===== config.mk =====
export PLATFORM = sky130hd
export DESIGN_NAME = waveform_column_envelope
export DESIGN_NICKNAME = d
export VERILOG_FILES = /design/src/rtl/core/wce_pkg.sv /design/src/rtl/core/wce_scaler.sv /design/src/rtl/core/wce_divider.sv /design/src/rtl/core/waveform_column_envelope.sv
export VERILOG_INCLUDE_DIRS = /design/src /design/src/rtl/core
export SDC_FILE = /design/constraint.sdc
export NUM_CORES = 1
export LEC_CHECK = 0
export ABC_AREA = 1
export BUFFER_PORTS_ARGS = -buffer_cell sky130_fd_sc_hd__buf_2
export CORE_MARGIN = 8
export CORE_UTILIZATION = 55
export DETAILED_ROUTE_END_ITERATION = 12
export PLACE_DENSITY = 0.81
export SYNTH_ARGS = -nofsm -noshare
export SYNTH_HDL_FRONTEND = slang
export SYNTH_HIERARCHICAL = 1
export SYNTH_SLANG_ARGS = --single-unit

===== constraint.sdc =====
create_clock -name clk -period 10.5 [get_ports clk]
set_input_delay 3.15 -clock clk [delete_from_list [all_inputs] [get_ports clk]]
set_output_delay 3.15 -clock clk [all_outputs]
set_load 0.01 [all_outputs]

===== src/rtl/core/assert_macros.svh =====
// ----------------------------------------------------------------------------
// assert_macros.svh
// Assertion helpers clocked on clk and disabled during reset.
// ----------------------------------------------------------------------------
`ifndef ASSERT_MACROS_SVH
`define ASSERT_MACROS_SVH

// Check that a condition holds on every clock edge.
`define ASSERT_ALWAYS(label, cond, msg) \
    label: assert property (@(posedge clk) disable iff (!rst_n) (cond)) else $error(msg);

// Check that a trigger implies a condition at the same edge.
`define ASSERT_SAME(label, trig, cond, msg) \
    label: assert property (@(posedge clk) disable iff (!rst_n) (trig) |-> (cond)) else $error(msg);

// Check that a trigger implies a condition at the next edge.
`define ASSERT_NEXT(label, trig, cond, msg) \
    label: assert property (@(posedge clk) disable iff (!rst_n) (trig) |=> (cond)) else $error(msg);

`endif


===== src/rtl/core/wce_pkg.sv =====
// ----------------------------------------------------------------------------
// wce_pkg
// Shared widths, register indexes, sequencer states and control types.
// ----------------------------------------------------------------------------
package wce_pkg;

    localparam int SAMPLE_W = 16;
    localparam int SCALE_W  = 16;
    localparam int FRAC_W   = 12;
    localparam int SPP_W    = 13;
    localparam int CNT_W    = 13;
    localparam int SUM_W    = 28;
    localparam int COL_W    = 20;
    localparam int MEANP_W  = 15;
    localparam int MEANN_W  = 16;
    localparam int QUO_W    = 16;
    localparam int DATA_W   = 16;
    localparam int CFG_IDX_W = 2;

    localparam int MAX_SAMPLES_PER_COLUMN = 4096;

    localparam int STEP_COUNT = 16;
    localparam int STEP_W     = $clog2(STEP_COUNT);

    localparam logic [CFG_IDX_W-1:0] CFG_SAMPLES_PER_PIXEL = 2'd0;
    localparam logic [CFG_IDX_W-1:0] CFG_AMPLITUDE_SCALE   = 2'd1;

    localparam logic [SPP_W-1:0] SPP_RESET   = 13'd1;
    localparam logic [SCALE_W-1:0] SCALE_RESET = 16'd4096;

    typedef enum logic [2:0] {
        ST_IDLE,
        ST_SCALE,
        ST_ACCUM,
        ST_DIVIDE,
        ST_EMIT
    } state_t;

    typedef struct packed {
        logic load;
        logic step;
    } step_ctrl_t;

endpackage


===== src/rtl/core/wce_scaler.sv =====
// ----------------------------------------------------------------------------
// wce_scaler
// Bit-serial signed by unsigned multiplier with Q4.12 shift and saturation.
// ----------------------------------------------------------------------------
module wce_scaler
(
    input  logic                                  clk,
    input  logic                                  rst_n,
    input  wce_pkg::step_ctrl_t                   ctrl,
    input  logic signed [wce_pkg::SAMPLE_W-1:0]   sample_value,
    input  logic        [wce_pkg::SCALE_W-1:0]    amplitude_scale,
    output logic signed [wce_pkg::SAMPLE_W-1:0]   scaled
);

    localparam int HI_W   = wce_pkg::SAMPLE_W + 1;
    localparam int PROD_W = wce_pkg::SAMPLE_W + wce_pkg::SCALE_W;
    localparam int Q_W    = PROD_W - wce_pkg::FRAC_W;

    logic signed [wce_pkg::SAMPLE_W-1:0] mcand_reg;
    logic signed [HI_W-1:0]              hi_reg;
    logic signed [HI_W-1:0]              hi_next;
    logic [wce_pkg::SCALE_W-1:0]         lo_reg;
    logic [wce_pkg::SCALE_W-1:0]         lo_next;
    logic signed [HI_W-1:0]              addend;
    logic signed [HI_W-1:0]              psum;
    logic [PROD_W-1:0]                   product;
    logic [Q_W-1:0]                      q;
    logic                                fits;

    always_comb
    begin
        addend  = lo_reg[0] ? HI_W'(mcand_reg) : '0;
        psum    = hi_reg + addend;
        hi_next = hi_reg;
        lo_next = lo_reg;
        if (ctrl.load)
        begin
            hi_next = '0;
            lo_next = amplitude_scale;
        end
        else if (ctrl.step)
        begin
            hi_next = {psum[HI_W-1], psum[HI_W-1:1]};
            lo_next = {psum[0], lo_reg[wce_pkg::SCALE_W-1:1]};
        end
    end

    always_ff @(posedge clk or negedge rst_n)
    begin
        if (!rst_n)
        begin
            hi_reg <= '0;
            lo_reg <= '0;
        end
        else
        begin
            hi_reg <= hi_next;
            lo_reg <= lo_next;
        end
    end

    always_ff @(posedge clk)
    begin
        if (ctrl.load)
        begin
            mcand_reg <= sample_value;
        end
    end

    always_comb
    begin
        product = {hi_reg[wce_pkg::SAMPLE_W-1:0], lo_reg};
        q       = product[PROD_W-1:wce_pkg::FRAC_W];
        fits    = (q[Q_W-1:wce_pkg::SAMPLE_W-1] == '0) || (q[Q_W-1:wce_pkg::SAMPLE_W-1] == '1);
        if (fits)
        begin
            scaled = q[wce_pkg::SAMPLE_W-1:0];
        end
        else if (q[Q_W-1])
        begin
            scaled = {1'b1, {(wce_pkg::SAMPLE_W-1){1'b0}}};
        end
        else
        begin
            scaled = {1'b0, {(wce_pkg::SAMPLE_W-1){1'b1}}};
        end
    end

endmodule


===== src/rtl/core/wce_divider.sv =====
// ----------------------------------------------------------------------------
// wce_divider
// Restoring divider, one quotient bit per step, for column means.
// ----------------------------------------------------------------------------
module wce_divider
(
    input  logic                          clk,
    input  logic                          rst_n,
    input  wce_pkg::step_ctrl_t           ctrl,
    input  logic [wce_pkg::SUM_W-1:0]     dividend,
    input  logic [wce_pkg::CNT_W-1:0]     divisor,
    output logic [wce_pkg::QUO_W-1:0]     quotient
);

    localparam int TRY_W  = wce_pkg::CNT_W + 1;

    logic [wce_pkg::CNT_W-1:0] rem_reg;
    logic [wce_pkg::CNT_W-1:0] rem_next;
    logic [wce_pkg::QUO_W-1:0] quo_reg;
    logic [wce_pkg::QUO_W-1:0] quo_next;
    logic [wce_pkg::CNT_W-1:0] div_reg;
    logic [TRY_W-1:0]          trial;
    logic [TRY_W-1:0]          diff;
    logic                      ge;

    always_comb
    begin
        trial    = {rem_reg, quo_reg[wce_pkg::QUO_W-1]};
        ge       = trial >= {1'b0, div_reg};
        diff     = trial - {1'b0, div_reg};
        rem_next = rem_reg;
        quo_next = quo_reg;
        if (ctrl.load)
        begin
            rem_next = wce_pkg::CNT_W'(dividend[wce_pkg::SUM_W-1:wce_pkg::QUO_W]);
            quo_next = dividend[wce_pkg::QUO_W-1:0];
        end
        else if (ctrl.step)
        begin
            rem_next = ge ? diff[wce_pkg::CNT_W-1:0] : trial[wce_pkg::CNT_W-1:0];
            quo_next = {quo_reg[wce_pkg::QUO_W-2:0], ge};
        end
    end

    always_ff @(posedge clk or negedge rst_n)
    begin
        if (!rst_n)
        begin
            rem_reg <= '0;
            quo_reg <= '0;
        end
        else
        begin
            rem_reg <= rem_next;
            quo_reg <= quo_next;
        end
    end

    always_ff @(posedge clk)
    begin
        if (ctrl.load)
        begin
            div_reg <= divisor;
        end
    end

    assign quotient = quo_reg;

endmodule


===== src/rtl/core/waveform_column_envelope.sv =====
// ----------------------------------------------------------------------------
// waveform_column_envelope
// Per-channel mean positive / mean negative envelope of a waveform column.
//
// Input requests (in_valid/in_ready) carry a channel and a Q1.15 sample.
// in_ready is high only while the sequencer is idle; one sample is in work
// at a time. The sample goes through a bit-serial multiplier, an accumulate
// step, and, when the column closes, two restoring dividers that run side
// by side. A sample that closes no column frees in_ready once it has been
// accumulated; a sample that closes a column raises out_valid and in_ready
// together once the dividers are done and the output register is free.
// Result requests (out_valid/out_ready) come from an output register; the
// next sample is accepted while a result still waits there. If the receiver
// stalls, the sequencer holds only when a second result is ready to load.
// Configuration requests (cfg_valid/cfg_ready) are always taken; index 0 is
// samples_per_pixel, index 1 is amplitude_scale, others are dropped.
// Reset clears all accumulators and column indices, sets samples_per_pixel
// to 1 and amplitude_scale to 1.0.
// ----------------------------------------------------------------------------
`include "assert_macros.svh"

module waveform_column_envelope
#(
    parameter int CHANNEL_COUNT = 2
)
(
    input  logic                                  clk,
    input  logic                                  rst_n,
    input  logic                                  in_valid,
    output logic                                  in_ready,
    input  logic                                  channel,
    input  logic signed [wce_pkg::SAMPLE_W-1:0]   sample_value,
    output logic                                  out_valid,
    input  logic                                  out_ready,
    output logic                                  out_channel,
    output logic [wce_pkg::COL_W-1:0]             column,
    output logic [wce_pkg::MEANP_W-1:0]           mean_positive,
    output logic [wce_pkg::MEANN_W-1:0]           mean_negative,
    input  logic                                  cfg_valid,
    output logic                                  cfg_ready,
    input  logic [wce_pkg::CFG_IDX_W-1:0]         cfg_index,
    input  logic [wce_pkg::DATA_W-1:0]            cfg_data
);

    localparam int MAG_W   = wce_pkg::SAMPLE_W + 1;
    localparam int TOTAL_W = wce_pkg::CNT_W + 1;
    localparam logic [wce_pkg::STEP_W-1:0] STEP_LAST = wce_pkg::STEP_W'(wce_pkg::STEP_COUNT - 1);
    localparam logic [wce_pkg::SPP_W-1:0] SPP_MAX =
        wce_pkg::SPP_W'(wce_pkg::MAX_SAMPLES_PER_COLUMN);

    wce_pkg::state_t state_reg;
    wce_pkg::state_t state_next;

    logic [wce_pkg::STEP_W-1:0] step_reg;
    logic [wce_pkg::STEP_W-1:0] step_next;

    logic [wce_pkg::SPP_W-1:0]   spp_reg;
    logic [wce_pkg::SCALE_W-1:0] scale_reg;

    logic [wce_pkg::SUM_W-1:0] pos_sum_reg   [CHANNEL_COUNT];
    logic [wce_pkg::SUM_W-1:0] neg_sum_reg   [CHANNEL_COUNT];
    logic [wce_pkg::CNT_W-1:0] pos_count_reg [CHANNEL_COUNT];
    logic [wce_pkg::CNT_W-1:0] neg_count_reg [CHANNEL_COUNT];
    logic [wce_pkg::COL_W-1:0] col_reg       [CHANNEL_COUNT];

    logic                      ch_reg;
    logic [wce_pkg::COL_W-1:0] col_hold_reg;
    logic                      pos_any_reg;
    logic                      neg_any_reg;

    logic                        out_valid_reg;
    logic                        out_channel_reg;
    logic [wce_pkg::COL_W-1:0]   column_reg;
    logic [wce_pkg::MEANP_W-1:0] mean_positive_reg;
    logic [wce_pkg::MEANN_W-1:0] mean_negative_reg;

    logic accept;
    logic channel_ok;
    logic emit_load;
    logic out_free;
    logic accum_en;

    wce_pkg::step_ctrl_t scale_ctrl;
    wce_pkg::step_ctrl_t div_ctrl;

    logic signed [wce_pkg::SAMPLE_W-1:0] scaled;
    logic                      is_neg;
    logic [MAG_W-1:0]          mag;
    logic [wce_pkg::SUM_W-1:0] pos_sum_new;
    logic [wce_pkg::SUM_W-1:0] neg_sum_new;
    logic [wce_pkg::CNT_W-1:0] pos_count_new;
    logic [wce_pkg::CNT_W-1:0] neg_count_new;
    logic [TOTAL_W-1:0]        total;
    logic [wce_pkg::SPP_W-1:0] spp_eff;
    logic                      close;

    logic [wce_pkg::QUO_W-1:0] pos_quo;
    logic [wce_pkg::QUO_W-1:0] neg_quo;
    logic [TOTAL_W-1:0]        total0;

    // ------------------------------------------------------------------------
    // Configuration
    // ------------------------------------------------------------------------
    assign cfg_ready = 1'b1;

    always_ff @(posedge clk or negedge rst_n)
    begin
        if (!rst_n)
        begin
            spp_reg   <= wce_pkg::SPP_RESET;
            scale_reg <= wce_pkg::SCALE_RESET;
        end
        else if (cfg_valid)
        begin
            case (cfg_index)
                wce_pkg::CFG_SAMPLES_PER_PIXEL: spp_reg   <= cfg_data[wce_pkg::SPP_W-1:0];
                wce_pkg::CFG_AMPLITUDE_SCALE:   scale_reg <= cfg_data;
                default:                        ;
            endcase
        end
    end

    // ------------------------------------------------------------------------
    // Sequencer
    // ------------------------------------------------------------------------
    assign accept     = in_valid && in_ready;
    assign channel_ok = int'(channel) < CHANNEL_COUNT;
    assign out_free   = !out_valid_reg || out_ready;

    always_comb
    begin
        state_next = state_reg;
        case (state_reg)
            wce_pkg::ST_IDLE:
            begin
                if (accept && channel_ok)
                begin
                    state_next = wce_pkg::ST_SCALE;
                end
            end
            wce_pkg::ST_SCALE:
            begin
                if (step_reg == STEP_LAST)
                begin
                    state_next = wce_pkg::ST_ACCUM;
                end
            end
            wce_pkg::ST_ACCUM:
            begin
                state_next = close ? wce_pkg::ST_DIVIDE : wce_pkg::ST_IDLE;
            end
            wce_pkg::ST_DIVIDE:
            begin
                if (step_reg == STEP_LAST)
                begin
                    state_next = wce_pkg::ST_EMIT;
                end
            end
            wce_pkg::ST_EMIT:
            begin
                if (out_free)
                begin
                    state_next = wce_pkg::ST_IDLE;
                end
            end
            default:
            begin
                state_next = wce_pkg::ST_IDLE;
            end
        endcase
    end

    always_comb
    begin
        in_ready        = 1'b0;
        scale_ctrl      = '0;
        div_ctrl        = '0;
        accum_en        = 1'b0;
        emit_load       = 1'b0;
        step_next       = '0;
        case (state_reg)
            wce_pkg::ST_IDLE:
            begin
                in_ready        = 1'b1;
                scale_ctrl.load = accept;
            end
            wce_pkg::ST_SCALE:
            begin
                scale_ctrl.step = 1'b1;
                step_next       = step_reg + 1'b1;
            end
            wce_pkg::ST_ACCUM:
            begin
                accum_en      = 1'b1;
                div_ctrl.load = close;
            end
            wce_pkg::ST_DIVIDE:
            begin
                div_ctrl.step = 1'b1;
                step_next     = step_reg + 1'b1;
            end
            wce_pkg::ST_EMIT:
            begin
                emit_load = out_free;
            end
            default:
            begin
                in_ready = 1'b0;
            end
        endcase
    end

    always_ff @(posedge clk or negedge rst_n)
    begin
        if (!rst_n)
        begin
            state_reg <= wce_pkg::ST_IDLE;
            step_reg  <= '0;
        end
        else
        begin
            state_reg <= state_next;
            step_reg  <= step_next;
        end
    end

    always_ff @(posedge clk)
    begin
        if (accept)
        begin
            ch_reg <= channel;
        end
    end

    // ------------------------------------------------------------------------
    // Scaling
    // ------------------------------------------------------------------------
    wce_scaler u_scaler
    (
        .clk             (clk),
        .rst_n           (rst_n),
        .ctrl            (scale_ctrl),
        .sample_value    (sample_value),
        .amplitude_scale (scale_reg),
        .scaled          (scaled)
    );

    // ------------------------------------------------------------------------
    // Accumulation
    // ------------------------------------------------------------------------
    always_comb
    begin
        is_neg        = scaled[wce_pkg::SAMPLE_W-1];
        mag           = is_neg ? (MAG_W'(0) - MAG_W'(scaled)) : MAG_W'(scaled);
        pos_sum_new   = pos_sum_reg[ch_reg];
        neg_sum_new   = neg_sum_reg[ch_reg];
        pos_count_new = pos_count_reg[ch_reg];
        neg_count_new = neg_count_reg[ch_reg];
        if (is_neg)
        begin
            neg_sum_new   = neg_sum_new + wce_pkg::SUM_W'(mag);
            neg_count_new = neg_count_new + 1'b1;
        end
        else
        begin
            pos_sum_new   = pos_sum_new + wce_pkg::SUM_W'(mag);
            pos_count_new = pos_count_new + 1'b1;
        end
        total = TOTAL_W'(pos_count_new) + TOTAL_W'(neg_count_new);
        if (spp_reg == '0)
        begin
            spp_eff = wce_pkg::SPP_W'(1);
        end
        else if (spp_reg > SPP_MAX)
        begin
            spp_eff = SPP_MAX;
        end
        else
        begin
            spp_eff = spp_reg;
        end
        close = total >= TOTAL_W'(spp_eff);
    end

    always_ff @(posedge clk or negedge rst_n)
    begin
        if (!rst_n)
        begin
            for (int c = 0; c < CHANNEL_COUNT; c++)
            begin
                pos_sum_reg[c]   <= '0;
                neg_sum_reg[c]   <= '0;
                pos_count_reg[c] <= '0;
                neg_count_reg[c] <= '0;
                col_reg[c]       <= '0;
            end
        end
        else if (accum_en)
        begin
            if (close)
            begin
                pos_sum_reg[ch_reg]   <= '0;
                neg_sum_reg[ch_reg]   <= '0;
                pos_count_reg[ch_reg] <= '0;
                neg_count_reg[ch_reg] <= '0;
                col_reg[ch_reg]       <= col_reg[ch_reg] + 1'b1;
            end
            else
            begin
                pos_sum_reg[ch_reg]   <= pos_sum_new;
                neg_sum_reg[ch_reg]   <= neg_sum_new;
                pos_count_reg[ch_reg] <= pos_count_new;
                neg_count_reg[ch_reg] <= neg_count_new;
            end
        end
    end

    always_ff @(posedge clk)
    begin
        if (div_ctrl.load)
        begin
            col_hold_reg <= col_reg[ch_reg];
            pos_any_reg  <= pos_count_new != '0;
            neg_any_reg  <= neg_count_new != '0;
        end
    end

    // ------------------------------------------------------------------------
    // Means
    // ------------------------------------------------------------------------
    wce_divider u_div_pos
    (
        .clk      (clk),
        .rst_n    (rst_n),
        .ctrl     (div_ctrl),
        .dividend (pos_sum_new),
        .divisor  (pos_count_new),
        .quotient (pos_quo)
    );

    wce_divider u_div_neg
    (
        .clk      (clk),
        .rst_n    (rst_n),
        .ctrl     (div_ctrl),
        .dividend (neg_sum_new),
        .divisor  (neg_count_new),
        .quotient (neg_quo)
    );

    // ------------------------------------------------------------------------
    // Output register
    // ------------------------------------------------------------------------
    always_ff @(posedge clk or negedge rst_n)
    begin
        if (!rst_n)
        begin
            out_valid_reg <= 1'b0;
        end
        else if (emit_load)
        begin
            out_valid_reg <= 1'b1;
        end
        else if (out_ready)
        begin
            out_valid_reg <= 1'b0;
        end
    end

    always_ff @(posedge clk)
    begin
        if (emit_load)
        begin
            out_channel_reg   <= ch_reg;
            column_reg        <= col_hold_reg;
            mean_positive_reg <= pos_any_reg ? pos_quo[wce_pkg::MEANP_W-1:0] : '0;
            mean_negative_reg <= neg_any_reg ? neg_quo : '0;
        end
    end

    assign out_valid     = out_valid_reg;
    assign out_channel   = out_channel_reg;
    assign column        = column_reg;
    assign mean_positive = mean_positive_reg;
    assign mean_negative = mean_negative_reg;

    // ------------------------------------------------------------------------
    // Assertions
    // ------------------------------------------------------------------------
    assign total0 = TOTAL_W'(pos_count_reg[0]) + TOTAL_W'(neg_count_reg[0]);

    `ASSERT_NEXT(a_accept_starts_scale, accept && channel_ok, state_reg == wce_pkg::ST_SCALE, "accepted sample did not start scaling")
    `ASSERT_NEXT(a_scale_ends_accum, (state_reg == wce_pkg::ST_SCALE) && (step_reg == STEP_LAST), state_reg == wce_pkg::ST_ACCUM, "scaling did not end in accumulate")
    `ASSERT_NEXT(a_emit_sets_valid, emit_load, out_valid_reg, "loaded result not presented")
    `ASSERT_SAME(a_mean_neg_range, out_valid_reg, mean_negative_reg <= 16'h8000, "negative mean out of range")
    `ASSERT_ALWAYS(a_column_count_bound, total0 < TOTAL_W'(wce_pkg::MAX_SAMPLES_PER_COLUMN), "open column holds too many samples")

endmodule


; ---- Word-level counts from Yosys, hierarchy flattened
; Cells that the tools add are included.
; Widths: inputs -> output; s select.
[totals]
register_bits = 449
inputBits = 40
output_inout_bits = 55
word_cells = 156
[classes]
n_addsub = 11
order_cmp = 6
n_eq_ne = 11
mux = 70
bitwise_logic = 7
n_reduce_logical = 19
[ops]
columns = operator, n
row1 = $mux 28, 9
row2 = $mux 13, 17
row3 = $mux 16, 8
row4 = $and 56x56->56, 2
row5 = $bwmux 56, 2
row6 = $mux 56, 2
row7 = $mux 20, 4
row8 = $mux 17, 4
row9 = $add 28x17->28, 2
row10 = $not 56->56, 1
row11 = $and 26x26->26, 2
row12 = $bwmux 26, 2
row13 = $mux 26, 2
row14 = $ge 14x13->1, 3
row15 = $bwmux 40, 1
row16 = $demux 28 s1, 1
row17 = $add 13x1->13 const B, 2
row18 = $not 26->26, 1
row19 = $reduce_bool 13->1, 2
row20 = $sub 13x13->13, 2
row21 = $add 20x1->20 const B, 1
row22 = $demux 20 s1, 1
row23 = $add 17x17->17, 1
row24 = $sub 1x16->17 const A, 1
row25 = 30 further kinds, 51

; ---- Depth between registers and ports, before layout
[logic_depth]
ltp_word = 10
depth_mapped = 40
depth_no_buf = 38

; ---- Modules after synthesis
; Netlist, hierarchy kept.
[by_module_without_submodules]
columns = mod, instances, cells_per_inst, area_per_inst_um2
row1 = waveform_column_envelope, 1, 2783, 19931.6
row2 = wce_divider, 2, 352, 2791.4
row3 = wce_scaler, 1, 406, 3059.2

; ---- Worst setup path before layout
; OpenSTA, ideal clock, no wires.
[synth_timing]
path_type = register -> register
from = reg u_scaler.hi_reg[15]
to = reg u_div_neg.quo_reg, in the netlist u_div_neg/quotient[12]
setup_time_ns = 0.139
t_arrival_ns = 6.255
required_time_ns = 10.361
path_slack_ns = 4.107
path_stages_with_launch = 35
path_buffers = 5
synth_period_minus_slack_ns = 6.393
path_cell_list = dfrtp_1 > clkbuf_1 > inv_1 > clkbuf_1 > clkbuf_1 > xor2_1 > ha_1 > fa_1 > nand2_1 > inv_1 > o21ai_0 > nand2_1 > nand2_1 > nand3_1 > nand2_1 > o21ai_0 > xor2_1 > inv_1 > ha_1 > nand2_1 > nor2_1 > a211oi_1 > nand2_1 > nand2_1 > nand2_1 > a21oi_1 > nand2_4 > buf_12 > nand2_1 > inv_1 > nor2_1 > nor2_1 > inv_2 > buf_2 > o221ai_1
[synth_lines]
columns = element, line_no
row1 = "start, declared", wce_scaler.sv:20  ; logic signed [HI_W-1:0] hi_reg;
row2 = "start signal, assigned", wce_scaler.sv:57  ; hi_reg <= hi_next;
row3 = "end signal, assigned", wce_divider.sv:55  ; quo_reg <= quo_next;
row4 = "end, declared", wce_divider.sv:19  ; logic [wce_pkg::QUO_W-1:0] quo_reg;

==> metrics <==
Routed Antenna Nets=0; Hold-fix buffers, CTS=0; CP Launch Type=flip-flop; kind of critical path=reg2reg; Cell Area, Synth=28,600 um2; vias per std cell=5.52; dpl cell area=29,300 um2; Starting Density=55.7%; Worst Setup SP=ch_reg; class of the worst hold path=reg2reg; crit path time final=7.35 ns; final worst slack=3.15 ns; Post-CTS Setup Bufs=0; CORE AREA=51,300 um2; Final #Nets=4,062; initial antenna violation count=4; CTS tree=built; fill count=4,625; CTS resizes=0; FMAX=0.136 GHz; TritonCTS buffer count=46; number of global-route vias before repair=23,888; Required @ worst endpoint=11.02 ns; PortBufs=93; Longest Clk Path Bufs=3; DR iter-0 viols=2,581; FF+latch count, synth=448; die area=59,500 um2; VDD IR-drop max=0.000248 V; Crit path largest cell delay=0.63 ns; die height=244 um; status=finished, final reports clean; Worst EP arrival=7.87 ns; TritonRoute pass-1 iters=5; max_cap viols=0; sw power=4.78 mW; Rows=83; detailed-route via count=25,580; period utilization=70.0%; worst slew pin tran=1.15 ns; clock slew at reported path FFs=0.06 ns; yosys warns=6; Setup WS pre-CTS=3.43 ns; Switching Fraction=48.7%; Yosys cell types=59; Area Growth Syn to Fin=8.23%; final hold vios=0; clk_lat worst skew=0.59 ns; Setup TNS=0 ns; total power=9.82 mW; Int Power=5.04 mW; die width=244 um; sequential share of power=27.1%; hpwl dp=53,500 um; power per cell area=317 nW/um2; RR Startpoint=ch_reg; design area=30,900 um2; total gr overflow=0; average size of a mapped cell=7.34 um2; global-route wire length before repair=124,000 um; R2R Path End=u_div_neg/rem_reg[11]; Relative slew margins=23.4%; worst setup path end=u_div_neg/rem_reg[11]; clock sink count=448; most common library cell in the layout ignoring fill and taps=nand2_1; GRT Total Usage=25.2%; Worst R2R Path Depth=36; Routed WL=77,000 um; Worst Setup End Kind=flip-flop; crit-path max FO=154; Final Setup Violations=0; Setup Skew=0.0208 ns; Leak Pwr=16.3 nW; most frequent cells in the layout=nand2_1 (1,373), inv_1 (540), dfrtp_1 (328); share of cells above drive strength 1=8.94%; Slew Viols, Final=0; WL/cell=16.6 um; Root Driver=clkbuf_16; H-tree levels=2; Seq/Total Area, Yosys=41.3%; CP dominant cell by count=nand2_1; GPL Wtd Cong=0.958; largest net degree at the start of global routing=155; slowest CP cell=nand2_4; clock share of power=17.9%; combinational fraction of design power=54.9%; RSZ-0062 raised after global routing=false; number of cells produced by synthesis=3,893; Ports=95; R2R setup slack=3.15 ns; DRC Markers=0
==> worst max-delay path, delay by kind of cell (launching register included) <==
kind                     cells  cell delay [ns]
flip-flops                   1             0.40
AND/OR/NAND/NOR             23             3.35
adder cells (fa/ha/maj)      2             0.61
AO/OA/AOI/OAI                3             0.24
buffers and inverters        7             2.19
XOR/XNOR                     1             0.16
==> synth_stat cells (all sizes together) <==
library cell,count,area (um2)
a21boi,4,30.0
o31ai,1,7.51
nor3,25,125
a22oi,26,195
nand3b,12,90.1
o41ai,1,27.5
a31o,1,8.76
clkinv,4,15.0
xor2,59,517
o221ai,36,315
o21ai,294,1480
a31oi,2,12.5
o21a,6,45.0
mux2,3,33.8
dfrtp,329,8230
and3,1,6.26
a41oi,1,16.3
nor3b,3,22.5
a21o,11,82.6
o21bai,4,30.0
clkbuf,77,289
xnor2,29,254
dfstp,2,52.6
or2,34,213
fa,6,120
edfxtp,117,3510
mux2i,7,70.1
nor2,242,1020
nand2,1410,5410
conb,2,7.51
o211ai,10,75.1
nor4,15,93.8
and2,2,12.5
o22ai,4,25.0
nand4,75,499
a21oi,82,448
inv,566,2120
buf,68,527
ha,103,1290
nand3,218,1230
a211oi,1,7.51
==> kinds of logic (layout without fill, tap and decap cells) <==
| kind of cell | Yosys count | count (layout) | share of synthesized area [%] |
|---|---|---|---|
| flip-flops | 448 | 448 | 41.3 |
| XOR/XNOR | 88 | 88 | 2.70 |
| other | 2 | 4 | 0.0263 |
| multiplexers | 10 | 10 | 0.363 |
| AND/OR/NAND/NOR | 2037 | 2037 | 30.5 |
| AO/OA/AOI/OAI | 484 | 484 | 9.80 |
| adder cells (fa/ha/maj) | 109 | 109 | 4.93 |
| buffers and inverters | 715 | 771 | 10.3 |
==> per-layer routing <==
metal	track usage, %	wire length, um
met5	0	41
met4	8.85	2490
met3	5.61	7740
met2	39.0	33800
met1	34.9	32900
==> power groups by stage <==
stage               sequential [mW]  combinational, mW  clock, mW
CTS                            2.66               5.27       1.78
finish                         2.66               5.39       1.76
floorplan                      2.58               4.03          0
global placement               2.67               5.15          0
global route                   2.71               5.97       1.85
detailed placement             2.68               5.24          0
==> worst min path at each step <==
stage                                start         end  slack, ns  cells past startpoint
after floorplan            col_hold_reg[0]   column[0]       0.40                      0
after global placement    col_hold_reg[16]  column[16]       0.40                      0
after detailed placement  col_hold_reg[13]  column[13]       0.40                      0
after CTS                 col_hold_reg[13]  column[13]       0.42                      0
after global routing       col_hold_reg[0]   column[0]       0.42                      0
final                     col_hold_reg[13]  column[13]       0.42                      0
==> metrics by stage <==
stage,hold WS [ns],instances,utilization [%]
2_1_floorplan,0.400,3894,-
3_3_place_gp,0.404,4545,57.1
3_5_place_dp,0.405,4545,57.1
4_1_cts,0.419,4630,60.3
5_1_grt,0.421,4630,60.3
6_report,0.417,4631,60.3
==> layout make-up <==
type                            count  area [um2]  area share, %
Multi-Input combinational cell   2731       13900           44.8
Inverter                          570        2140           6.93
Clock inverter                     22         324           1.05
Clock buffer                       63        1290           4.16
Tap cell                          680         851           2.75
Antenna cell                        1        2.50        0.00809
Sequential cell                   448       11800           38.2
Timing Repair Buffer              116         661           2.14
No activity file was read; power rests on OpenSTA's default activity.
